`src/hw/rtl/bs_pkg.sv`:
```
// Package for the bucket sorter: sizes, index widths and the sequencer states.
// No dependencies; bucket_sorter imports it and both channel interfaces use it.
package bs_pkg;

  localparam int MAX_ITEMS  = 64;
  localparam int VALUE_BITS = 16;
  localparam int IDX_W      = (MAX_ITEMS > 1) ? $clog2(MAX_ITEMS) : 1;
  localparam int CNT_W      = $clog2(MAX_ITEMS + 1);

  typedef logic [VALUE_BITS-1:0] value_t;
  typedef logic [IDX_W-1:0]      idx_t;
  typedef logic [CNT_W-1:0]      cnt_t;

  typedef enum logic [2:0] {
    ST_LOAD,   // collect elements
    ST_PICK,   // read candidate element
    ST_CAND,   // latch candidate, start scan
    ST_SCAN,   // count elements ranked below the candidate
    ST_PLACE,  // write candidate at its rank
    ST_EREAD,  // read next sorted element
    ST_ELOAD,  // latch it into the output register
    ST_EWAIT   // hold result until transfer
  } state_t;

endpackage

```
`src/hw/rtl/bs_in_if.sv`:
```
// Input channel of the bucket sorter: valid/ready plus one element.
// Depends on bs_pkg.
interface bs_in_if;
  logic                         valid;
  logic                         ready;
  logic [bs_pkg::VALUE_BITS-1:0] sample_value;
  logic                         final_item;
  modport source (output valid, sample_value, final_item, input ready);
  modport sink   (input valid, sample_value, final_item, output ready);
endinterface

```
`src/hw/rtl/bs_out_if.sv`:
```
// Result channel of the bucket sorter: valid/ready plus one sorted element.
// Depends on bs_pkg.
interface bs_out_if;
  logic                         valid;
  logic                         ready;
  logic [bs_pkg::VALUE_BITS-1:0] sorted_value;
  logic                         final_result;
  logic                         overflowed;
  modport source (output valid, sorted_value, final_result, overflowed, input ready);
  modport sink   (input valid, sorted_value, final_result, overflowed, output ready);
endinterface

```
`src/hw/rtl/bucket_sorter.sv`:
```
// Bucket sorter top level: load sequencer, rank sort and ordered emit.
// Depends on bs_pkg, bs_in_if, bs_out_if and bs_ram.
//
//  channel | dir | transfer fields
//  in_s    | in  | sample_value, final_item
//  out_s   | out | sorted_value, final_result, overflowed
//
// Loading takes one element per cycle. After the marked element, each stored
// element is ranked by a scan of the element memory (one read per cycle), then
// written at its rank; once all are placed, results are emitted in order, each
// held until the output takes it. Reset is synchronous and clears the sequencer,
// count and drop flag. No input is taken while a set is sorting or emitting.
module bucket_sorter (
  input  logic    clk,
  input  logic    rst_n,
  bs_in_if.sink   in_s,
  bs_out_if.source out_s
);
  import bs_pkg::*;

  state_t state_r, state_nxt;
  cnt_t   cnt_r, cnt_nxt;
  logic   drop_r, drop_nxt;
  idx_t   i_r, i_nxt, j_r, j_nxt, rank_r, rank_nxt, e_r, e_nxt;
  value_t cand_r, cand_nxt, oval_r, oval_nxt;

  logic   e_we, b_we;
  idx_t   e_waddr, e_raddr, b_raddr;
  value_t e_rdata, b_rdata;
  cnt_t   last_idx;
  logic   in_xfer, out_xfer;

  // element memory: loaded values
  bs_ram #(.WIDTH(VALUE_BITS), .DEPTH(MAX_ITEMS)) u_elem (
    .clk, .we(e_we), .waddr(e_waddr), .wdata(in_s.sample_value),
    .raddr(e_raddr), .rdata(e_rdata)
  );

  // sorted memory: values at their rank
  bs_ram #(.WIDTH(VALUE_BITS), .DEPTH(MAX_ITEMS)) u_sorted (
    .clk, .we(b_we), .waddr(rank_r), .wdata(cand_r),
    .raddr(b_raddr), .rdata(b_rdata)
  );

  assign last_idx  = cnt_r - cnt_t'(1);
  assign in_s.ready = (state_r == ST_LOAD) && rst_n;
  assign in_xfer   = in_s.valid && in_s.ready;
  assign out_s.valid = (state_r == ST_EWAIT);
  assign out_xfer  = out_s.valid && out_s.ready;
  assign out_s.sorted_value = oval_r;
  assign out_s.final_result = (cnt_t'(e_r) == last_idx);
  assign out_s.overflowed   = drop_r;

  // state and control registers
  always_ff @(posedge clk) begin
    if (!rst_n) begin
      state_r <= ST_LOAD;
      cnt_r   <= '0;
      drop_r  <= 1'b0;
    end else begin
      state_r <= state_nxt;
      cnt_r   <= cnt_nxt;
      drop_r  <= drop_nxt;
    end
  end

  // datapath registers
  always_ff @(posedge clk) begin
    i_r    <= i_nxt;
    j_r    <= j_nxt;
    rank_r <= rank_nxt;
    e_r    <= e_nxt;
    cand_r <= cand_nxt;
    oval_r <= oval_nxt;
  end

  // sequencer
  always_comb begin
    state_nxt = state_r;
    cnt_nxt   = cnt_r;
    drop_nxt  = drop_r;
    i_nxt     = i_r;
    j_nxt     = j_r;
    rank_nxt  = rank_r;
    e_nxt     = e_r;
    cand_nxt  = cand_r;
    oval_nxt  = oval_r;
    e_we      = 1'b0;
    e_waddr   = cnt_r[IDX_W-1:0];
    e_raddr   = i_r;
    b_we      = 1'b0;
    b_raddr   = e_r;
    unique case (state_r)
      ST_LOAD: begin
        if (in_xfer) begin
          if (cnt_r < cnt_t'(MAX_ITEMS)) begin
            e_we    = 1'b1;
            cnt_nxt = cnt_r + cnt_t'(1);
          end else begin
            drop_nxt = 1'b1;
          end
          if (in_s.final_item) begin
            i_nxt = '0;
            if (cnt_nxt == '0) begin
              drop_nxt = 1'b0;  // empty set: nothing to emit
            end else begin
              state_nxt = ST_PICK;
            end
          end
        end
      end
      ST_PICK: begin
        e_raddr   = i_r;
        state_nxt = ST_CAND;
      end
      ST_CAND: begin
        cand_nxt  = e_rdata;
        e_raddr   = '0;
        j_nxt     = '0;
        rank_nxt  = '0;
        state_nxt = ST_SCAN;
      end
      ST_SCAN: begin
        // e_rdata holds element j; ties broken by load order
        if ((e_rdata < cand_r) || ((e_rdata == cand_r) && (j_r < i_r))) begin
          rank_nxt = rank_r + idx_t'(1);
        end
        e_raddr = j_r + idx_t'(1);
        if (cnt_t'(j_r) == last_idx) begin
          state_nxt = ST_PLACE;
        end else begin
          j_nxt = j_r + idx_t'(1);
        end
      end
      ST_PLACE: begin
        b_we = 1'b1;
        if (cnt_t'(i_r) == last_idx) begin
          e_nxt     = '0;
          state_nxt = ST_EREAD;
        end else begin
          i_nxt     = i_r + idx_t'(1);
          state_nxt = ST_PICK;
        end
      end
      ST_EREAD: begin
        b_raddr   = e_r;
        state_nxt = ST_ELOAD;
      end
      ST_ELOAD: begin
        oval_nxt  = b_rdata;
        state_nxt = ST_EWAIT;
      end
      ST_EWAIT: begin
        if (out_xfer) begin
          if (cnt_t'(e_r) == last_idx) begin
            cnt_nxt   = '0;
            drop_nxt  = 1'b0;
            state_nxt = ST_LOAD;
          end else begin
            e_nxt     = e_r + idx_t'(1);
            state_nxt = ST_EREAD;
          end
        end
      end
      default: state_nxt = ST_LOAD;
    endcase
  end

  // checks
  a_no_overlap: assert property (@(posedge clk) disable iff (!rst_n)
    !(in_s.ready && out_s.valid))
    else $error("input and output active together");

  a_cnt_range: assert property (@(posedge clk) disable iff (!rst_n)
    cnt_r <= cnt_t'(MAX_ITEMS))
    else $error("element count out of range");

  a_emit_nonempty: assert property (@(posedge clk) disable iff (!rst_n)
    out_s.valid |-> (cnt_r != '0))
    else $error("result from empty set");

  a_last_clears: assert property (@(posedge clk) disable iff (!rst_n)
    (out_xfer && out_s.final_result) |=> (cnt_r == '0 && !drop_r))
    else $error("set not cleared after last result");

endmodule

```
`src/hw/rtl/bs_ram.sv`:
```
// Generic simple dual-port RAM: one write port, one read port, registered read.
// No dependencies.
module bs_ram #(
  parameter int WIDTH = 16,
  parameter int DEPTH = 64,
  parameter int AW    = (DEPTH > 1) ? $clog2(DEPTH) : 1
) (
  input  logic             clk,
  input  logic             we,
  input  logic [AW-1:0]    waddr,
  input  logic [WIDTH-1:0] wdata,
  input  logic [AW-1:0]    raddr,
  output logic [WIDTH-1:0] rdata
);

  logic [WIDTH-1:0] mem [DEPTH];

  always_ff @(posedge clk) begin
    if (we) begin
      mem[waddr] <= wdata;
    end
    rdata <= mem[raddr];
  end

endmodule
```
`src/flat_wrapper.sv`:
```
// flat-port wrapper written by rule: the top's interface ports become plain ports
module bucket_sorter_flat import bs_pkg::*;
  (clk, rst_n, in_s_valid, in_s_sample_value, in_s_final_item, in_s_ready, out_s_valid, out_s_sorted_value, out_s_final_result, out_s_overflowed, out_s_ready);
  bs_in_if in_s_i ();
  bs_out_if out_s_i ();
  input  logic clk;
  input  logic rst_n;
  input wire logic [$bits(in_s_i.valid)-1:0] in_s_valid;
  input wire logic [$bits(in_s_i.sample_value)-1:0] in_s_sample_value;
  input wire logic [$bits(in_s_i.final_item)-1:0] in_s_final_item;
  output wire logic [$bits(in_s_i.ready)-1:0] in_s_ready;
  output wire logic [$bits(out_s_i.valid)-1:0] out_s_valid;
  output wire logic [$bits(out_s_i.sorted_value)-1:0] out_s_sorted_value;
  output wire logic [$bits(out_s_i.final_result)-1:0] out_s_final_result;
  output wire logic [$bits(out_s_i.overflowed)-1:0] out_s_overflowed;
  input wire logic [$bits(out_s_i.ready)-1:0] out_s_ready;
  assign in_s_i.valid = in_s_valid;
  assign in_s_i.sample_value = in_s_sample_value;
  assign in_s_i.final_item = in_s_final_item;
  assign in_s_ready = in_s_i.ready;
  assign out_s_valid = out_s_i.valid;
  assign out_s_sorted_value = out_s_i.sorted_value;
  assign out_s_final_result = out_s_i.final_result;
  assign out_s_overflowed = out_s_i.overflowed;
  assign out_s_i.ready = out_s_ready;
  bucket_sorter u_core (.clk(clk), .rst_n(rst_n), .in_s(in_s_i), .out_s(out_s_i));
endmodule
```
`config.mk`:
```
export PLATFORM = sky130hd
export DESIGN_NAME = bucket_sorter_flat
export DESIGN_NICKNAME = d
export VERILOG_FILES = /design/src/hw/rtl/bs_pkg.sv /design/src/hw/rtl/bs_in_if.sv /design/src/hw/rtl/bs_out_if.sv /design/src/hw/rtl/bucket_sorter.sv /design/src/hw/rtl/bs_ram.sv /design/src/flat_wrapper.sv
export SDC_FILE = /design/constraint.sdc
export NUM_CORES = 2
export LEC_CHECK = 0
export BUFFER_PORTS_ARGS = -buffer_cell sky130_fd_sc_hd__buf_2
export CORE_MARGIN = 2
export CORE_UTILIZATION = 60
export CTS_CLUSTER_DIAMETER = 40
export DETAILED_ROUTE_END_ITERATION = 6
export GPL_TIMING_DRIVEN = 0
export PLACE_DENSITY_LB_ADDON = 0.25
export SKIP_LAST_GASP = 1
export SYNTH_ARGS = -nofsm -noshare
export SYNTH_HDL_FRONTEND = slang
export SYNTH_SLANG_ARGS = --single-unit
export TNS_END_PERCENT = 5
```
`constraint.sdc`:
```
create_clock -name clk -period 3.9 [get_ports clk]
set_clock_uncertainty 0.05 [all_clocks]
set_input_delay 0.195 -clock clk [delete_from_list [all_inputs] [get_ports clk]]
set_output_delay 0.195 -clock clk [all_outputs]
set_load 0.01 [all_outputs]
```
* Word-level counts from Yosys, hierarchy flattened
Memory sizes are Yosys's and may differ from the RTL's. A register that Yosys moved wholly into a read port is not among the register bits. Index checks and enable logic that the tools add are counted.
Storage, ports and cells: output and inout port bits 20, bits in writable memories 2048, bits of input ports 21, register bits after elaboration 67, memories 2, word-level logic and storage cells 102
Memory list:
- u_core.u_elem.mem | depth 64, bits a word 16, rd ports 1, clocked after memory_dff 1, wr ports 1, line bs_ram.sv:16 | logic [WIDTH-1:0] mem [DEPTH];
- u_core.u_sorted.mem | depth 64, bits a word 16, rd ports 1, clocked after memory_dff 1, wr ports 1, line bs_ram.sv:16
Cells by class: muxes and demuxes 43, equal/unequal tests 22, reduce and logical (&&, ||, !) cells 17, add/subtract/negate cells 6, magnitude comparators 3
Operator list (count):
- one-hot mux 6 bit (2 select lines) | 5
- 2-to-1 mux 6 bit | 8
- 2-to-1 mux 7 bit | 6
- adder 6 x 1 -> 6 bit, second input constant | 4
- one-hot mux 3 bit (8 select lines) | 1
- == test 6 x 7 -> 1 bit | 3
- 2-to-1 mux 3 bit | 7
- == test 16 bit | 1
- less-than comparator 16 bit | 1
- 2-to-1 mux 1 bit | 14
- inequality test 2 bit, second input constant | 7
- one-hot mux 7 bit (2 select lines) | 1
- == test 3 bit, second input constant | 4
- AND reduction 4 bit | 3
- inequality test 2 x 1 -> 1 bit, second input constant | 4
- nonzero test 2 bit | 4
- adder 7 x 1 -> 7 bit, second input constant | 1
- logical NOT 7 bit | 1
- less-than comparator 7 bit, second input constant | 1
- subtractor 7 x 1 -> 7 bit, second input constant | 1
- == test 3 x 2 -> 1 bit, second input constant | 2
- less-than comparator 6 bit | 1
- AND reduction 5 bit | 1
- logical AND 1 bit | 4
- 5 further kinds | 6

* Logic depth before layout (Yosys ltp)
depth after elaboration 10, depth in mapped cells 13, mapped depth without buffers 10

* By module
Synthesis repeated with hierarchy kept, for this count alone.
Second synthesis, totals: cells, all modules 4011, area, all modules 83909.2 µm²
Modules (own cells, without submodules):
- bs_ram | seq. area each 31069.8 µm², instances 2, area each 40042.2 µm², cells each 1829
- bucket_sorter | seq. area each 1901.8 µm², instances 1, area each 3824.9 µm², cells each 353

* Worst setup path before layout
OpenSTA, ideal clock, no wires.
path kind register to register, from reg u_core.cand_r[9], to reg u_core.rank_r[0], enable pin, data arrival time 2.721 ns, setup slack 0.756 ns, stages on the path, launching flop included 11, library setup time 0.373 ns, period minus slack after synthesis 3.144 ns, data required time 3.477 ns, buffers on the path 0, path through edfxtp_1 -> inv_1 -> ha_1 -> a21o_1 -> a21oi_1 -> nor2b_1 -> o21ai_0 -> nand2b_1 -> a211oi_1 -> o21ai_0 -> a31oi_1
On the way: longest elaborated chain between the ends 5, elaborated cells on any way between the ends 6, classes of those cells order compare (1); eq/ne (2); reduce/logical (3)
RTL lines:
- start, declared | line bucket_sorter.sv:25 | value_t cand_r, cand_nxt, oval_r, oval_nxt;
- start signal, assigned | line bucket_sorter.sv:73 | cand_r <= cand_nxt;
- branches (longest 2 deep; another with less-than comparator 16 bit)
- logical OR 1 bit * | line bucket_sorter.sv:125 | if ((e_rdata < cand_r) || ((e_rdata == cand_r) && (j_r < i_r))) begin
- inequality test 2 x 1 -> 1 bit (no line) *
- AND reduction 2 bit (no line) *
- end signal, assigned | line bucket_sorter.sv:71 | rank_r <= rank_nxt;
- end, declared | line bucket_sorter.sv:24 | idx_t i_r, i_nxt, j_r, j_nxt, rank_r, rank_nxt, e_r, e_nxt;
Every way passes the cells marked *. A chain may end at the register's enable or synchronous reset.

* Final worst setup path
from reg u_core.state_r[1], to reg u_core.u_elem.rdata[4] (read register of u_core.u_elem.mem)
On the way: longest elaborated chain between the ends 2, elaborated cells on any way between the ends 3, classes of those cells eq/ne (2); mux (1)
RTL lines:
- start, declared | line bucket_sorter.sv:21 | state_t state_r, state_nxt;
- start signal, assigned | line bucket_sorter.sv:61 | state_r <= state_nxt;
- == test 3 x 2 -> 1 bit | line bucket_sorter.sv:93 | unique case (state_r)
- one-hot mux 6 bit (2 select lines) * | line bucket_sorter.sv:93
- end, declared | line bs_ram.sv:13 | output logic [WIDTH-1:0] rdata
Every way passes the cells marked *; elsewhere a longest branch is shown, timed or not.

==> impl_metrics.json <==
{
  "status": "complete, but fails checks",
  "failed_checks": "setup timing",
  "grt.total_usage_pct": 31.9,
  "startpoint_type": "register",
  "drive_gt1_share_pct": 20.0,
  "tightest_slew_ns": 1.46,
  "seq_power_share_pct": 42.6,
  "clkSinkCount": 2147,
  "fp-row-count": 137,
  "wl_met3_um": 23700,
  "grt_antenna_before_repair": 7,
  "synthAdderAreaFrac_pct": 0.402,
  "critical_path_class": "reg -> reg",
  "cp_cell_sequence": "buf_2 > and3b_1 > a22o_1 > buf_2 > buf_2 > buf_2 > buf_2 > nand3_1 > nand3_1 > nand3_1 > a32oi_2 > o221ai_1",
  "initial_utilization_pct": 60.4,
  "pin_count": 41,
  "die_h_um": 378,
  "synth_compound_area_share_pct": 2.95,
  "yosys_warnings": 0,
  "clkLatencyLatePin_ns": 0.85,
  "syn_inst": 5069,
  "nNetsFinal": 5512,
  "numCtsBuffers": 233,
  "die_area_um2": 143000,
  "grt_pass1_wl_um": 325000,
  "dp_hpwl_um": 146000,
  "stdcell_count": 7547,
  "worstPathArrival_ns": 4.72,
  "cpMostUsedCell": "buf_2",
  "clkSlewWorstSetupHoldPaths_ns": 0.06,
  "hp-class": "in -> reg",
  "fin_ws_ns": -0.261,
  "via_per_inst": 6.44,
  "cap_viol_max_count": 0,
  "cts_tree": "yes",
  "dp_slack_ns": -0.526,
  "critical_path_required_ns": 4.46,
  "swShare_pct": 31.6,
  "area_delta_synth_final_pct": 15.3,
  "p_comb_share_pct": 22.7,
  "final_cell_area_um2": 97100,
  "synth_top_flop_cell": "edfxtp_1",
  "grt_pass1_vias": 47600,
  "dr_wl_met2_um": 110000,
  "endpoint_kind": "register",
  "clockBufferDepth": 3,
  "grt-ovfl-total": 0,
  "post_drt_wl_per_cell_um": 30.0,
  "cp_max_fo": 10,
  "portBuffers": 40,
  "grt_max_degree": 65,
  "topRoutingLayerUsed": "met5",
  "hold_viol_final": 0,
  "drt_pass1_iterations": 6,
  "finalSetupViolations": 69,
  "ant_nets": 0,
  "syn_area_um2": 84100,
  "dp_cells": 7085,
  "peakVddDrop_uv": 547,
  "synth_edf_count": 2104,
  "htree_levels": 4,
  "synth.avg_cell_area_um2": 16.6,
  "drc": 0,
  "leakage_nw": 32.5,
  "die_w_um": 378,
  "synthArstFlopShare_pct": 0,
  "fmax_ghz": 0.240,
  "rsz0062_at_grt": "yes",
  "place_area_um2": 88700,
  "switching_power_mw": 20.0,
  "synth_top_family_by_area": "simple AND/OR/NAND/NOR gates",
  "p_clk_share_pct": 34.7,
  "wl_um": 226000,
  "synth_cell_types": 51,
  "fin_crit_sh_pct": 107,
  "synthMuxAreaShare_pct": 8.99,
  "synthSimpleGateAreaFrac_pct": 9.25,
  "cts-root-buf": "clkbuf_16",
  "gp_congestion": 0.923,
  "synth_fp_nets": 5117,
  "internal_power_mw": 43.3,
  "synth-seq-cells": 2147,
  "synthXorXnorAreaFrac_pct": 0.385,
  "maxSlewViolCount": 0,
  "ys_seq_area_share_pct": 76.1,
  "post-route-min-period_ns": 4.16,
  "drt-met1-wl_um": 81200,
  "relSlewSlack_pct": 2.69,
  "via_count": 48600,
  "dr.first_iter.drc_count": 7531,
  "core_area_um2": 139000,
  "post-cts-setup-buffers": 0,
  "post-route-util_pct": 69.6,
  "crit_path_top_delay_cell": "a32oi_2",
  "power.density_nw_per_um2": 652,
  "slowest_delay_ns": 0.54
}
## synth_stat cells (36+ instances only)
cell | count | area share, %
edfxtp_1 | 2104 | 75
nand2_1 | 1085 | 4.8
nand3_1 | 422 | 2.5
mux4_2 | 336 | 9.0
nor2_1 | 170 | 0.76
clkbuf_1 | 169 | 0.75
buf_2 | 108 | 0.64
a31oi_1 | 87 | 0.65
and3_1 | 86 | 0.64
a311oi_1 | 49 | 0.51
dfxtp_1 | 43 | 1.0
inv_1 | 41 | 0.18
a211oi_1 | 36 | 0.32
## state kept, by name (all words and copies together), names as in the netlist
signal                     count
u_core.b_raddr                 6
u_core.cand_r                 16
u_core.cnt_r                   7
u_core.i_r                     6
u_core.j_r                     6
u_core.out_s.overflowed        1
u_core.out_s.sorted_value     16
u_core.rank_r                  6
u_core.state_r                 3
u_core.u_elem.mem           1024
u_core.u_elem.rdata           16
u_core.u_sorted.mem         1024
u_core.u_sorted.rdata         16
## per-layer routing
layer  GRT usage [%]  up-vias
li1                -    20500
met1            42.2    24400
met2            51.7     3161
met3            6.80      545
met4            14.2       12
met5               0        -
## cell families (layout without fill, tap and decap cells)
family,count (synthesis),in the layout
flops,2147,2147
simple gates,1824,1824
buf+inv,362,960
compound gates,336,336
mux,336,336
xor+xnor,37,37
fa+ha+maj,27,27
other cells,0,4
## layout make-up
class	count	area, µm²
repair buffers	160	2270
multi-input cells	2560	19100
clock buffers	273	6080
plain buffers	321	1460
diodes	4	10.0
well taps	1876	2350
clock inverters	165	1640
fillers	8567	42300
flip-flops and latches	2147	64000
inverters	41	154
## per-stage QoR
stage / total power [mW] / setup TNS, ns / hold WS (ns)
3_3_place_gp: 40.4 / -120.48 / 0.340
5_1_grt: 65.0 / -12.22 / 0.138
3_5_place_dp: 41.1 / -111.50 / 0.339
4_1_cts: 62.9 / -98.85 / 0.0345
2_1_floorplan: 34.9 / 0 / 0.244
6_report: 63.3 / -10.0 / 0.117
## what timing repair did
item,CTS,global route
resized for setup,9,61
hold endpoints to repair,231,317
pin swaps,0,0
endpoints found under the setup margin,475,609
hold buffers,11,8
## final timing paths
path	slack, ns	cells past startpoint	from	endpoint
worst max-delay path	-0.26	12	u_core.state_r[1]$_SDFFE_PN0P_	u_core.u_elem.rdata[4]$_DFF_P_
worst min-delay path	0.12	5	in_s_valid	u_core.cnt_r[0]$_SDFFE_PN0P_
worst max register to register	-0.26	12	u_core.state_r[1]$_SDFFE_PN0P_	u_core.u_elem.rdata[4]$_DFF_P_
worst min register to register	0.35	0	u_core.u_sorted.rdata[3]$_DFF_P_	u_core.out_s.sorted_value[3]$_DFFE_PP_
## worst max-delay path: cells and delay by family (launching register included)
kind                   cells  cell delay (ns)
AO/OA/AOI/OAI              3             1.06
buffers and inverters      5             1.57
flip-flops                 1             0.34
AND/OR/NAND/NOR            4             0.89
## layout by cell type, fill, tap and decap left out, types with 27 or more instances in the layout
master,Yosys,layout
edfxtp_1,2104,2104
nand2_1,1085,1082
nand3_1,422,420
mux4_2,336,336
clkbuf_16,0,237
clkbuf_1,169,202
buf_2,108,135
a31oi_1,87,87
nor2_2,0,86
and3_1,86,86
nor2_1,170,53
a311oi_1,49,47
buf_4,20,44
dfxtp_1,43,43
inv_1,41,41
buf_8,0,39
clkinv_2,0,37
a211oi_1,36,36
buf_16,0,36
o22ai_1,32,32
a221oi_1,32,32
nor2_4,0,31
clkinv_1,0,30
ha_1,27,27
inv_6,0,27
## power by group through the flow
stage / clock, mW / sequential [mW] / combinational [mW]
final: 22.0 / 27.0 / 14.3
after global routing: 23.0 / 27.0 / 15.0
after CTS: 22.1 / 27.0 / 13.8
after detailed placement: 0 / 27.4 / 13.7
after global placement: 0 / 28.2 / 12.2
after floorplan: 0 / 27.6 / 7.31
(Power assumes the default switching activity.)
